--- src/hdl/display_mode_best_select_unit_macros.svh ---
// Assertion macros for the display mode best select unit.
// Included by the top level; expects clk and arst_n in scope.
`ifndef DISPLAY_MODE_BEST_SELECT_UNIT_MACROS_SVH
`define DISPLAY_MODE_BEST_SELECT_UNIT_MACROS_SVH

// Same-cycle implication, checked out of reset.
`define DMBS_ASSERT_NOW(label, ante, cons, msg) \
	label: assert property (@(posedge clk) disable iff (!arst_n) (ante) |-> (cons)) \
		else $error(msg);

// Next-cycle implication, checked out of reset.
`define DMBS_ASSERT_NEXT(label, ante, cons, msg) \
	label: assert property (@(posedge clk) disable iff (!arst_n) (ante) |=> (cons)) \
		else $error(msg);

`endif

--- src/hdl/dmbs_pkg.sv ---
// Shared types, codes and helper functions of the display mode best select unit.
// No dependencies; imported by every module of the block.
package dmbs_pkg;

	localparam int CFG_AW = 5;
	localparam int CFG_DW = 32;
	localparam int VOL_W  = 38;
	localparam int BPP_W  = 6;

	// Configuration register indexes (byte address / 4)
	localparam logic [2:0] REG_WANT_WIDTH   = 3'd0;
	localparam logic [2:0] REG_WANT_HEIGHT  = 3'd1;
	localparam logic [2:0] REG_WANT_DEPTH   = 3'd2;
	localparam logic [2:0] REG_LIMIT_WIDTH  = 3'd3;
	localparam logic [2:0] REG_LIMIT_HEIGHT = 3'd4;

	// Descriptor kind
	localparam logic KIND_CURRENT = 1'b0;

	// Pixel formats
	localparam logic [1:0] PF_RGBA8   = 2'd0;
	localparam logic [1:0] PF_BGRA8   = 2'd1;
	localparam logic [1:0] PF_BITMASK = 2'd2;
	localparam logic [1:0] PF_BLT     = 2'd3;

	localparam logic [BPP_W-1:0] BPP_RGBA = 6'd32;

	typedef struct packed {
		logic [15:0] want_width;
		logic [15:0] want_height;
		logic [5:0]  want_depth;
		logic [11:0] limit_width;
		logic [11:0] limit_height;
	} dmbs_cfg_t;

	typedef struct packed {
		logic capture;
		logic mul1;
		logic mul2;
		logic update;
		logic emit;
	} dmbs_cmd_t;

	typedef struct packed {
		logic last;
	} dmbs_sts_t;

	// Bits per pixel of a pixel format; bitmask formats use the top set bit of
	// the channel union, or zero when two channels share a bit.
	function automatic logic [BPP_W-1:0] pixel_bpp(
		input logic [1:0]  fmt,
		input logic [31:0] r,
		input logic [31:0] g,
		input logic [31:0] b,
		input logic [31:0] a
	);
		logic [31:0]      all;
		logic             overlap;
		logic [BPP_W-1:0] top;
		all     = r | g | b | a;
		overlap = |((r & g) | (r & b) | (g & b) | (r & a) | (g & a) | (b & a));
		top     = '0;
		for (int i = 0; i < 32; i++) begin
			if (all[i]) begin
				top = BPP_W'(i + 1);
			end
		end
		case (fmt)
			PF_RGBA8, PF_BGRA8: pixel_bpp = BPP_RGBA;
			PF_BITMASK:         pixel_bpp = overlap ? '0 : top;
			default:            pixel_bpp = '0;
		endcase
	endfunction

endpackage

--- src/hdl/dmbs_cfg.sv ---
// APB-style configuration register file of the display mode best select unit.
// Depends on dmbs_pkg for register indexes and the configuration struct.
module dmbs_cfg import dmbs_pkg::*; (
	input  logic              clk,
	input  logic              arst_n,
	input  logic              psel,
	input  logic              penable,
	input  logic              pwrite,
	input  logic [CFG_AW-1:0] paddr,
	input  logic [CFG_DW-1:0] pwdata,
	output logic [CFG_DW-1:0] prdata,
	output logic              pready,
	output dmbs_cfg_t         cfg
);

	dmbs_cfg_t  cfg_q;
	logic       wr_en;
	logic [2:0] idx;

	assign pready = 1'b1;
	assign wr_en  = psel && penable && pwrite;
	assign idx    = paddr[4:2];
	assign cfg    = cfg_q;

	always_ff @(posedge clk or negedge arst_n) begin
		if (!arst_n) begin
			cfg_q <= '0;
		end else if (wr_en) begin
			unique case (idx)
				REG_WANT_WIDTH:   cfg_q.want_width   <= pwdata[15:0];
				REG_WANT_HEIGHT:  cfg_q.want_height  <= pwdata[15:0];
				REG_WANT_DEPTH:   cfg_q.want_depth   <= pwdata[5:0];
				REG_LIMIT_WIDTH:  cfg_q.limit_width  <= pwdata[11:0];
				REG_LIMIT_HEIGHT: cfg_q.limit_height <= pwdata[11:0];
				default: ;
			endcase
		end
	end

	always_comb begin
		unique case (idx)
			REG_WANT_WIDTH:   prdata = {16'd0, cfg_q.want_width};
			REG_WANT_HEIGHT:  prdata = {16'd0, cfg_q.want_height};
			REG_WANT_DEPTH:   prdata = {26'd0, cfg_q.want_depth};
			REG_LIMIT_WIDTH:  prdata = {20'd0, cfg_q.limit_width};
			REG_LIMIT_HEIGHT: prdata = {20'd0, cfg_q.limit_height};
			default:          prdata = '0;
		endcase
	end

endmodule

--- src/hdl/dmbs_ctrl.sv ---
// Sequencing controller of the display mode best select unit.
// Depends on dmbs_pkg for the command and status structs.
module dmbs_ctrl import dmbs_pkg::*; (
	input  logic      clk,
	input  logic      arst_n,
	input  logic      desc_valid,
	output logic      desc_stall,
	output logic      res_valid,
	input  logic      res_stall,
	input  dmbs_sts_t sts,
	output dmbs_cmd_t cmd
);

	typedef enum logic [3:0] {
		ST_IDLE = 4'b0001,
		ST_MUL1 = 4'b0010,
		ST_MUL2 = 4'b0100,
		ST_UPD  = 4'b1000
	} state_t;

	state_t state_q, state_d;
	logic   res_valid_q;
	logic   out_free;

	assign out_free   = !res_valid_q || !res_stall;
	assign desc_stall = (state_q != ST_IDLE);
	assign res_valid  = res_valid_q;

	always_comb begin
		state_d = state_q;
		cmd     = '0;
		unique case (state_q)
			ST_IDLE: begin
				cmd.capture = desc_valid;
				if (desc_valid) begin
					state_d = ST_MUL1;
				end
			end
			ST_MUL1: begin
				cmd.mul1 = 1'b1;
				state_d  = ST_MUL2;
			end
			ST_MUL2: begin
				cmd.mul2 = 1'b1;
				state_d  = ST_UPD;
			end
			ST_UPD: begin
				// hold a closing request until the result slot is free
				if (!sts.last || out_free) begin
					cmd.update = 1'b1;
					cmd.emit   = sts.last;
					state_d    = ST_IDLE;
				end
			end
			default: state_d = ST_IDLE;
		endcase
	end

	always_ff @(posedge clk or negedge arst_n) begin
		if (!arst_n) begin
			state_q     <= ST_IDLE;
			res_valid_q <= 1'b0;
		end else begin
			state_q <= state_d;
			if (cmd.emit) begin
				res_valid_q <= 1'b1;
			end else if (!res_stall) begin
				res_valid_q <= 1'b0;
			end
		end
	end

endmodule

--- src/hdl/dmbs_dp.sv ---
// Datapath of the display mode best select unit: bpp decode, volume products,
// best-mode tracking and the result register. Depends on dmbs_pkg.
module dmbs_dp import dmbs_pkg::*; (
	input  logic             clk,
	input  logic             arst_n,
	input  dmbs_cfg_t        cfg,
	input  dmbs_cmd_t        cmd,
	output dmbs_sts_t        sts,
	input  logic             kind,
	input  logic [15:0]      mode_id,
	input  logic             query_ok,
	input  logic [15:0]      mode_width,
	input  logic [15:0]      mode_height,
	input  logic [1:0]       pix_fmt,
	input  logic [31:0]      red_mask,
	input  logic [31:0]      green_mask,
	input  logic [31:0]      blue_mask,
	input  logic [31:0]      alpha_mask,
	input  logic             last,
	output logic             found,
	output logic [15:0]      sel_mode,
	output logic             switch_needed,
	output logic [BPP_W-1:0] best_bpp
);

	// Captured request
	logic             kind_s1, ok_s1, last_s1;
	logic [15:0]      mode_s1, w_s1, h_s1;
	logic [1:0]       fmt_s1;
	logic [31:0]      r_s1, g_s1, b_s1, a_s1;
	// First product and tests
	logic [BPP_W-1:0] bpp_s2;
	logic [31:0]      wh_s2;
	logic             pass_s2, keep_s2;
	// Volume
	logic [VOL_W-1:0] vol_s3;

	// Batch state
	logic [15:0]      current_mode_q, chosen_mode_q;
	logic             have_current_q, kept_current_q, any_found_q;
	logic [VOL_W-1:0] best_volume_q;
	logic [BPP_W-1:0] chosen_bpp_q;

	logic [15:0]      current_mode_d, chosen_mode_d;
	logic             have_current_d, kept_current_d, any_found_d;
	logic [VOL_W-1:0] best_volume_d;
	logic [BPP_W-1:0] chosen_bpp_d;

	// Result register
	logic             found_q, switch_q;
	logic [15:0]      sel_mode_q;
	logic [BPP_W-1:0] best_bpp_q;

	logic [BPP_W-1:0] bpp;
	logic             size_ok, depth_ok, too_big, usable;

	assign sts.last = last_s1;

	assign bpp      = pixel_bpp(fmt_s1, r_s1, g_s1, b_s1, a_s1);
	assign size_ok  = (w_s1 == cfg.want_width && h_s1 == cfg.want_height) ||
	                  (cfg.want_width == '0 && cfg.want_height == '0);
	assign depth_ok = (bpp == cfg.want_depth) || (cfg.want_depth == '0);
	assign too_big  = (cfg.limit_width != '0) &&
	                  ((w_s1 > {4'd0, cfg.limit_width}) || (h_s1 > {4'd0, cfg.limit_height}));
	assign usable   = ok_s1 && (bpp != '0) && size_ok && depth_ok;

	always_ff @(posedge clk) begin
		if (cmd.capture) begin
			kind_s1 <= kind;
			mode_s1 <= mode_id;
			ok_s1   <= query_ok;
			w_s1    <= mode_width;
			h_s1    <= mode_height;
			fmt_s1  <= pix_fmt;
			r_s1    <= red_mask;
			g_s1    <= green_mask;
			b_s1    <= blue_mask;
			a_s1    <= alpha_mask;
			last_s1 <= last;
		end
		if (cmd.mul1) begin
			bpp_s2  <= bpp;
			wh_s2   <= w_s1 * h_s1;
			keep_s2 <= usable;
			pass_s2 <= usable && !too_big;
		end
		if (cmd.mul2) begin
			vol_s3 <= VOL_W'(wh_s2) * VOL_W'(bpp_s2);
		end
	end

	always_comb begin
		current_mode_d = current_mode_q;
		have_current_d = have_current_q;
		kept_current_d = kept_current_q;
		any_found_d    = any_found_q;
		best_volume_d  = best_volume_q;
		chosen_mode_d  = chosen_mode_q;
		chosen_bpp_d   = chosen_bpp_q;
		if (kind_s1 == KIND_CURRENT) begin
			current_mode_d = mode_s1;
			have_current_d = 1'b1;
			if (keep_s2) begin
				kept_current_d = 1'b1;
				any_found_d    = 1'b1;
				chosen_mode_d  = mode_s1;
				chosen_bpp_d   = bpp_s2;
			end
		end else if (!kept_current_q && pass_s2) begin
			any_found_d = 1'b1;
			if (best_volume_q < vol_s3) begin
				best_volume_d = vol_s3;
				chosen_mode_d = mode_s1;
				chosen_bpp_d  = bpp_s2;
			end
		end
	end

	always_ff @(posedge clk or negedge arst_n) begin
		if (!arst_n) begin
			current_mode_q <= '0;
			have_current_q <= 1'b0;
			kept_current_q <= 1'b0;
			any_found_q    <= 1'b0;
			best_volume_q  <= '0;
			chosen_mode_q  <= '0;
			chosen_bpp_q   <= '0;
		end else if (cmd.update) begin
			if (last_s1) begin
				current_mode_q <= '0;
				have_current_q <= 1'b0;
				kept_current_q <= 1'b0;
				any_found_q    <= 1'b0;
				best_volume_q  <= '0;
				chosen_mode_q  <= '0;
				chosen_bpp_q   <= '0;
			end else begin
				current_mode_q <= current_mode_d;
				have_current_q <= have_current_d;
				kept_current_q <= kept_current_d;
				any_found_q    <= any_found_d;
				best_volume_q  <= best_volume_d;
				chosen_mode_q  <= chosen_mode_d;
				chosen_bpp_q   <= chosen_bpp_d;
			end
		end
	end

	always_ff @(posedge clk) begin
		if (cmd.emit) begin
			found_q    <= any_found_d;
			sel_mode_q <= any_found_d ? chosen_mode_d : '0;
			best_bpp_q <= any_found_d ? chosen_bpp_d : '0;
			switch_q   <= any_found_d &&
			              (!have_current_d || (chosen_mode_d != current_mode_d));
		end
	end

	assign found         = found_q;
	assign sel_mode      = sel_mode_q;
	assign switch_needed = switch_q;
	assign best_bpp      = best_bpp_q;

endmodule

--- src/hdl/display_mode_best_select_unit.sv ---
// Display mode best select unit: top level joining the register file,
// controller and datapath. Depends on dmbs_pkg and the assertion macro header.
//
// The block reads a batch of display mode descriptors, one request at a time,
// and answers with one result on the descriptor marked last. Each request
// passes its steps in order before the next is accepted: capture, then the
// bpp decode, the 16x16 width*height product and the match tests, then the
// product with bpp, and last the compare against the best volume and the
// update of the batch state. These serial steps through the two registered
// multipliers set the rate. A closing request also waits in its last step
// while an earlier result still sits unread in the result register. Configure
// the want and limit registers through the APB port only while no request is
// in flight; a request of zero for width and height, or for depth, matches
// anything, and a zero width limit switches the size limit off.
module display_mode_best_select_unit import dmbs_pkg::*; (
	input  logic              clk,
	input  logic              arst_n,
	// configuration port
	input  logic              psel,
	input  logic              penable,
	input  logic              pwrite,
	input  logic [CFG_AW-1:0] paddr,
	input  logic [CFG_DW-1:0] pwdata,
	output logic [CFG_DW-1:0] prdata,
	output logic              pready,
	// descriptor channel
	input  logic              desc_valid,
	output logic              desc_stall,
	input  logic              kind,
	input  logic [15:0]       mode_id,
	input  logic              query_ok,
	input  logic [15:0]       mode_width,
	input  logic [15:0]       mode_height,
	input  logic [1:0]        pix_fmt,
	input  logic [31:0]       red_mask,
	input  logic [31:0]       green_mask,
	input  logic [31:0]       blue_mask,
	input  logic [31:0]       alpha_mask,
	input  logic              last,
	// result channel
	output logic              res_valid,
	input  logic              res_stall,
	output logic              found,
	output logic [15:0]       sel_mode,
	output logic              switch_needed,
	output logic [BPP_W-1:0]  best_bpp
);

	`include "display_mode_best_select_unit_macros.svh"

	dmbs_cfg_t cfg;
	dmbs_cmd_t cmd;
	dmbs_sts_t sts;

	// Register file: want size and depth, preferred size limit
	dmbs_cfg u_cfg (
		.clk     (clk),
		.arst_n  (arst_n),
		.psel    (psel),
		.penable (penable),
		.pwrite  (pwrite),
		.paddr   (paddr),
		.pwdata  (pwdata),
		.prdata  (prdata),
		.pready  (pready),
		.cfg     (cfg)
	);

	// Controller: walk each request through its four steps, own both handshakes
	dmbs_ctrl u_ctrl (
		.clk        (clk),
		.arst_n     (arst_n),
		.desc_valid (desc_valid),
		.desc_stall (desc_stall),
		.res_valid  (res_valid),
		.res_stall  (res_stall),
		.sts        (sts),
		.cmd        (cmd)
	);

	// Datapath: decode, multiply, compare, track best, hold the result
	dmbs_dp u_dp (
		.clk           (clk),
		.arst_n        (arst_n),
		.cfg           (cfg),
		.cmd           (cmd),
		.sts           (sts),
		.kind          (kind),
		.mode_id       (mode_id),
		.query_ok      (query_ok),
		.mode_width    (mode_width),
		.mode_height   (mode_height),
		.pix_fmt       (pix_fmt),
		.red_mask      (red_mask),
		.green_mask    (green_mask),
		.blue_mask     (blue_mask),
		.alpha_mask    (alpha_mask),
		.last          (last),
		.found         (found),
		.sel_mode      (sel_mode),
		.switch_needed (switch_needed),
		.best_bpp      (best_bpp)
	);

	// A new result never lands on one that is still waiting
	`DMBS_ASSERT_NOW(a_no_overwrite, cmd.emit, !res_valid || !res_stall, "result overwritten")
	// One request in flight: after acceptance the channel stalls
	`DMBS_ASSERT_NEXT(a_one_inflight, desc_valid && !desc_stall, desc_stall, "second request taken")
	// A result appears after every closing update
	`DMBS_ASSERT_NEXT(a_emit_shows, cmd.emit, res_valid, "emitted result not shown")
	// No request is taken in the cycle the batch state updates
	`DMBS_ASSERT_NOW(a_update_busy, cmd.update, desc_stall, "request taken during update")

endmodule
--- config.mk ---
export PLATFORM = sky130hd
export DESIGN_NAME = display_mode_best_select_unit
export DESIGN_NICKNAME = d
export VERILOG_FILES = /design/src/hdl/dmbs_pkg.sv /design/src/hdl/dmbs_cfg.sv /design/src/hdl/dmbs_ctrl.sv /design/src/hdl/dmbs_dp.sv /design/src/hdl/display_mode_best_select_unit.sv
export VERILOG_INCLUDE_DIRS = /design/src /design/src/hdl
export SDC_FILE = /design/constraint.sdc
export NUM_CORES = 2
export LEC_CHECK = 0
export ABC_AREA = 1
export BUFFER_PORTS_ARGS = -buffer_cell sky130_fd_sc_hd__buf_2
export CAP_MARGIN = 40
export CORE_MARGIN = 2
export CORE_UTILIZATION = 35
export DETAILED_ROUTE_END_ITERATION = 7
export PLACE_DENSITY = 0.65
export REMOVE_ABC_BUFFERS = 1
export SETUP_SLACK_MARGIN = 0.05
export SLEW_MARGIN = 10
export SYNTH_ARGS = -nofsm -noshare
export SYNTH_HDL_FRONTEND = slang
export SYNTH_SLANG_ARGS = --single-unit
--- constraint.sdc ---
create_clock -name clk -period 9.8 [get_ports clk]
set_input_delay 1.96 -clock clk [delete_from_list [all_inputs] [get_ports clk]]
set_output_delay 1.96 -clock clk [all_outputs]
set_load 0.02 [all_outputs]
Yosys cells after proc, flatten, opt, wreduce, memory -nomap -nowiden
Index checks and enable logic that the tools add are counted.
{ "word_totals": {"out_inout_bits": 59, "ff_bits": 429, "inputBits": 225, "elab_cells": 186} }
{ "op_classes": {"multipliers": 2, "order_cmp": 3, "n_mux": 70, "eq_ne": 19, "n_reduce_logical": 44, "bitwise_logic": 14} }
{ "ops": {"columns": ["op", "n"], "rows": [
  ["32-bit bitwise OR", 8],
  ["6-bit 2-to-1 mux", 37],
  ["32-bit bitwise AND", 6],
  ["38-bit 2-to-1 mux", 4],
  ["16-bit 2-to-1 mux", 7],
  ["16-bit case mux with 5 select lines", 1],
  ["38-bit < comparator", 1],
  ["32-bit by 6-bit multiplier with 38-bit output", 1],
  ["16-bit equality test", 2],
  ["16-bit by 12-bit greater-than comparator with 1-bit output", 2],
  ["16-bit zero test", 2],
  ["16-bit by 16-bit multiplier with 32-bit output", 1],
  ["32-bit OR reduction", 1],
  ["16-bit inequality test", 1],
  ["4-bit case mux with 4 select lines", 1],
  ["1-bit 2-to-1 mux", 15],
  ["6-bit case mux with 2 select lines", 1],
  ["2-bit AND reduction", 6],
  ["12-bit nonzero test", 1],
  ["1-bit logical AND", 11],
  ["4-bit 2-to-1 mux", 2],
  ["2-bit nonzero test", 4],
  ["3-bit by 2-bit equality test with 1-bit output (second input constant)", 2],
  ["6-bit equality test", 1],
  ["other kinds (21)", 34]
]} }

Longest topological paths before layout
{ "depth": {"depth_word": 42, "ltp_mapped": 39} }

Cells and area by module
From an unflattened synthesis, not the netlist that was laid out.
{ "unflattened": {"hier_cells": 3589, "area_unflattened_um2": 33145.5} }
{ "by_module_without_submodules": {"columns": ["module", "area_per_inst_um2", "cells_each", "n_inst", "seq_area_each_um2"], "rows": [
  ["dmbs_dp", 29736.0, 3156, 1, 10475.0],
  ["dmbs_cfg", 3140.5, 398, 1, 1551.5],
  ["dmbs_ctrl", 269.0, 35, 1, 126.4]
]} }

Worst setup path before layout
Ideal clock, no wire load.
{ "synth_timing": {"path_kind": "input to register", "start": "input port desc_valid", "end": "register u_dp.a_s1[0], enable pin", "arrival_time_ns": 9.491, "slack_ns": -0.417, "required_ns": 9.074, "cell_stages": 2, "cell_sequence": "inv_1 -> nor2_1"} }
{ "synth_rtl": {"columns": ["item", "line_no", "rtl"], "rows": [
  ["start: declaration", "display_mode_best_select_unit.sv:27", "input logic desc_valid,"],
  ["end signal: assignment", "dmbs_dp.sv:78", "a_s1 <= alpha_mask;"],
  ["end: declaration", "dmbs_dp.sv:30", "logic [31:0] r_s1, g_s1, b_s1, a_s1;"]
]} }

Worst setup path in the final report
{ "layout_timing": {"start": "register u_dp.w_s1[10]", "end": "register u_dp.wh_s2[30], data pin"} }
{ "layout_via": {"elab_chain_cells": 1} }
{ "layout_rtl": {"columns": ["item", "line_no", "rtl"], "rows": [
  ["start: declaration", "dmbs_dp.sv:28", "logic [15:0] mode_s1, w_s1, h_s1;"],
  ["start signal: assignment", "dmbs_dp.sv:72", "w_s1 <= mode_width;"],
  ["16-bit by 16-bit multiplier with 32-bit output", "dmbs_dp.sv:83", "wh_s2 <= w_s1 * h_s1;"],
  ["end signal: assignment", "dmbs_dp.sv:83", null],
  ["end: declaration", "dmbs_dp.sv:33", "logic [31:0] wh_s2;"]
]} }
Every way passes these cells.
A chain may end at the register's enable or synchronous reset.

==> results.json <==
{
  "status": "finished, final reports clean",
  "cts_setup_buffers": 0,
  "finalMaxSlewViolations": 0,
  "setup_viol": 0,
  "clkSlewWorstSetupHoldPaths_ns": 0.06,
  "initial_core_util_pct": 35.48,
  "multi_input_area_um2": 17140,
  "cts_buffers": 51,
  "synth_edf_count": 283,
  "yosys.area.top_type_share_pct": 26.05,
  "drt-total-wl_um": 78050,
  "ys_ff_latch": 429,
  "globalRoute.totalOverflow": 0,
  "wl_per_cell_um": 15.77,
  "drc": 0,
  "crit_buf_inv": 6,
  "routed-wl-met2_um": 38050,
  "drtAntennaViolNets": 0,
  "cts-root-buf": "clkbuf_16",
  "gp_congestion": 0.9355,
  "r2r_end": "u_dp.wh_s2[30]",
  "rows": 111,
  "synth-main-ff-cell": "edfxtp_1",
  "firstDrtPassIters": 7,
  "synth_async_sr_flop_share_pct": 34.03,
  "setup-tns-final_ns": 0,
  "synth.area.top_cells": "edfxtp_1 26%, fa_1 19%, dfrtp_1 11%",
  "rrSetupSlack_ns": 3.18,
  "yosysSeqAreaShare_pct": 37.26,
  "hold_violations": 0,
  "cts_hold_buf": 0,
  "layout.nets": 4405,
  "cts_resized": 0,
  "ff2ff_path_depth": 29,
  "path_common_cell": "nand2_1",
  "synth_cells": 3459,
  "start_kind": "flop",
  "relSlewSlack_pct": 24.47,
  "final_cells": 4949,
  "synth_largest_area_cell": "edfxtp_1",
  "clkSinkCount": 429,
  "cp_max_fo": 18,
  "fmax_mhz": 151.0,
  "areaGrowthSynthToFinish_pct": 13.80,
  "syn_area_um2": 32620,
  "grt_max_degree": 152,
  "die-area_um2": 95650,
  "dp_cells": 4843,
  "crit_type": "reg2reg",
  "syn_area_per_cell_um2": 9.429,
  "worst-path-stages": 29,
  "hpwl_um": 59210,
  "skew_ns": 0.06872,
  "wl_met3_um": 4323,
  "cp-endpoint": "u_dp.wh_s2[30]",
  "cp.required_ns": 10.19,
  "regArea_um2": 12150,
  "drt-initial-drc-count": 1419,
  "min_path_type": "reg2reg",
  "n_fill_cell": 9025,
  "ys_warn_count": 0,
  "ys_types": 66,
  "antenna_found_initial": 10,
  "cts_tree": "done",
  "cts_max_path_buffers": 3,
  "clock_latency_ns": 0.66,
  "worstReg2RegStart": "u_dp.w_s1[10]",
  "critPathMaxStageDelay_ns": 0.92,
  "critPathArrivalTime_ns": 7.01,
  "die_h_um": 309.3,
  "critPathCaptureType": "flop",
  "timing.final.crit_share_pct": 67.59,
  "core-area_um2": 91940,
  "grt_setup_unrepaired": "false",
  "die_w_um": 309.3,
  "io_pins": 284,
  "grt_pass1_vias": 24150,
  "crit_start": "u_dp.w_s1[10]",
  "via_per_inst": 4.793,
  "h-tree-depth": 2,
  "crit_slowest_cell": "edfxtp_1",
  "num_vias": 23720,
  "drive_gt1_share_pct": 12.12,
  "grt_usage_pct": 16.50,
  "cp_top_family": "adder cells",
  "utilization_pct": 40.37,
  "met1Wirelength_um": 33420,
  "grt_pass1_wl_um": 126100,
  "fin_crit_ns": 6.623,
  "worst_pin_slew_ns": 1.133,
  "maxCapViolations": 0,
  "port_buffers": 248,
  "top_layer_used": "met5"
}
worst min-delay path by stage:
stage                   startpoint                   to  slack [ns]  depth (start not counted)
2_1_floorplan  u_dp.have_current_q  u_dp.have_current_q        0.45                          2
3_3_place_gp   u_dp.have_current_q  u_dp.have_current_q        0.47                          2
3_5_place_dp          u_cfg.cfg[4]         u_cfg.cfg[4]        0.47                          2
4_1_cts               u_cfg.cfg[4]         u_cfg.cfg[4]        0.49                          2
5_1_grt              u_cfg.cfg[10]        u_cfg.cfg[10]        0.50                          2
6_report       u_dp.have_current_q  u_dp.have_current_q        0.48                          2
tightest hold or removal path: stages, from the launching register on:
cell and delay [ns]:
dfrtp_1 0.34, nand2_1 0.05, o31ai_1 0.05
area by class of cell:
class | instances | share of cell area, %
antenna | 9 | 0.06068
clock buffer | 63 | 3.671
clock inverter | 33 | 1.092
inverter | 737 | 7.453
multi-input combinational | 2153 | 46.19
sequential | 429 | 32.74
tap | 1243 | 4.190
timing repair buffer | 282 | 4.601
through the flow:
step	area (um^2)	hold WS (ns)	setup slack, ns
floorplan	32020	0.4524	-0.4165
finish	37120	0.4823	3.177
global placement	35040	0.4677	3.167
detailed placement	35300	0.4735	3.167
CTS	37070	0.4886	3.132
global route	37120	0.5046	2.818
per-layer routing:
metal  track usage [%]  up-vias
met5                 0        -
met4             6.074        2
met3             2.234      121
met2             28.13      644
met1             21.40    11590
li1                  -    11370
cells by family after synthesis:
kind of cell | share of synthesized area [%]
AO/OA/AOI/OAI | 9.629
other | 0.02303
AND/OR/NAND/NOR | 12.57
XOR/XNOR | 2.524
buffers and inverters | 10.47
flip-flops | 37.26
adder cells (fa/ha/maj) | 27.52
layout by cell type, fill, tap and decap left out, types with 5 or more instances in the layout:
cell       instances
nand2_1          768
buf_16             8
buf_4             20
xor2_1            50
a221o_1            5
bufinv_16          6
nand4_1           22
a22o_1             8
o211ai_1           5
clkinv_2          13
inv_2             14
nor3_1            19
dfrtp_1          145
o2111ai_1         11
clkbuf_16         52
buf_2            248
ha_1             211
a21oi_1          138
o21ai_0          154
fa_1             315
o221ai_1           5
o22ai_1           91
nand3b_1           6
clkbuf_1           9
nand2_2            9
diode_2            9
nand3_1           40
a221oi_1          15
nor2_1            87
nor4_1            27
a21oi_2            9
o21ai_2           10
conb_1            17
inv_6              6
o21ai_1           16
edfxtp_1         283
or2_2              5
inv_1            722
xnor2_1           44
Yosys cell counts, types with 4 or more instances:
library cell    n
dfrtp_1       145
buf_1          12
nand3b_1        6
o211ai_1        5
nor3_1         21
ha_1          211
a21oi_2         9
o2111ai_1      11
a221o_1         5
a221oi_1       15
a21oi_1       138
o21bai_1        4
a22o_1          8
buf_4          17
or2_2           5
xor2_1         50
xnor2_1        44
nor4_1         28
edfxtp_1      283
nand4_1        22
o221ai_1        5
nand3_1        41
nand2_2         9
o21ai_2        10
o21ai_1        16
a21boi_4        4
o22ai_1        91
o21ai_0       154
inv_1         722
nor2_1         90
inv_2          14
clkbuf_1      124
fa_1          315
nand2_1       768
registers in the layout (all words and copies together), names as in the netlist, 32 cells and up:
| register | cells |
|---|---|
| u_dp.vol_s3 | 38 |
| u_dp.g_s1 | 32 |
| u_dp.r_s1 | 32 |
| u_dp.a_s1 | 32 |
| u_dp.best_volume_q | 38 |
| u_dp.b_s1 | 32 |
| u_dp.wh_s2 | 32 |
| u_cfg.cfg | 62 |
Power is left out: the tool's default activity adds up to more than one toggle a clock period on the data nets, which glitch-free logic cannot reach.
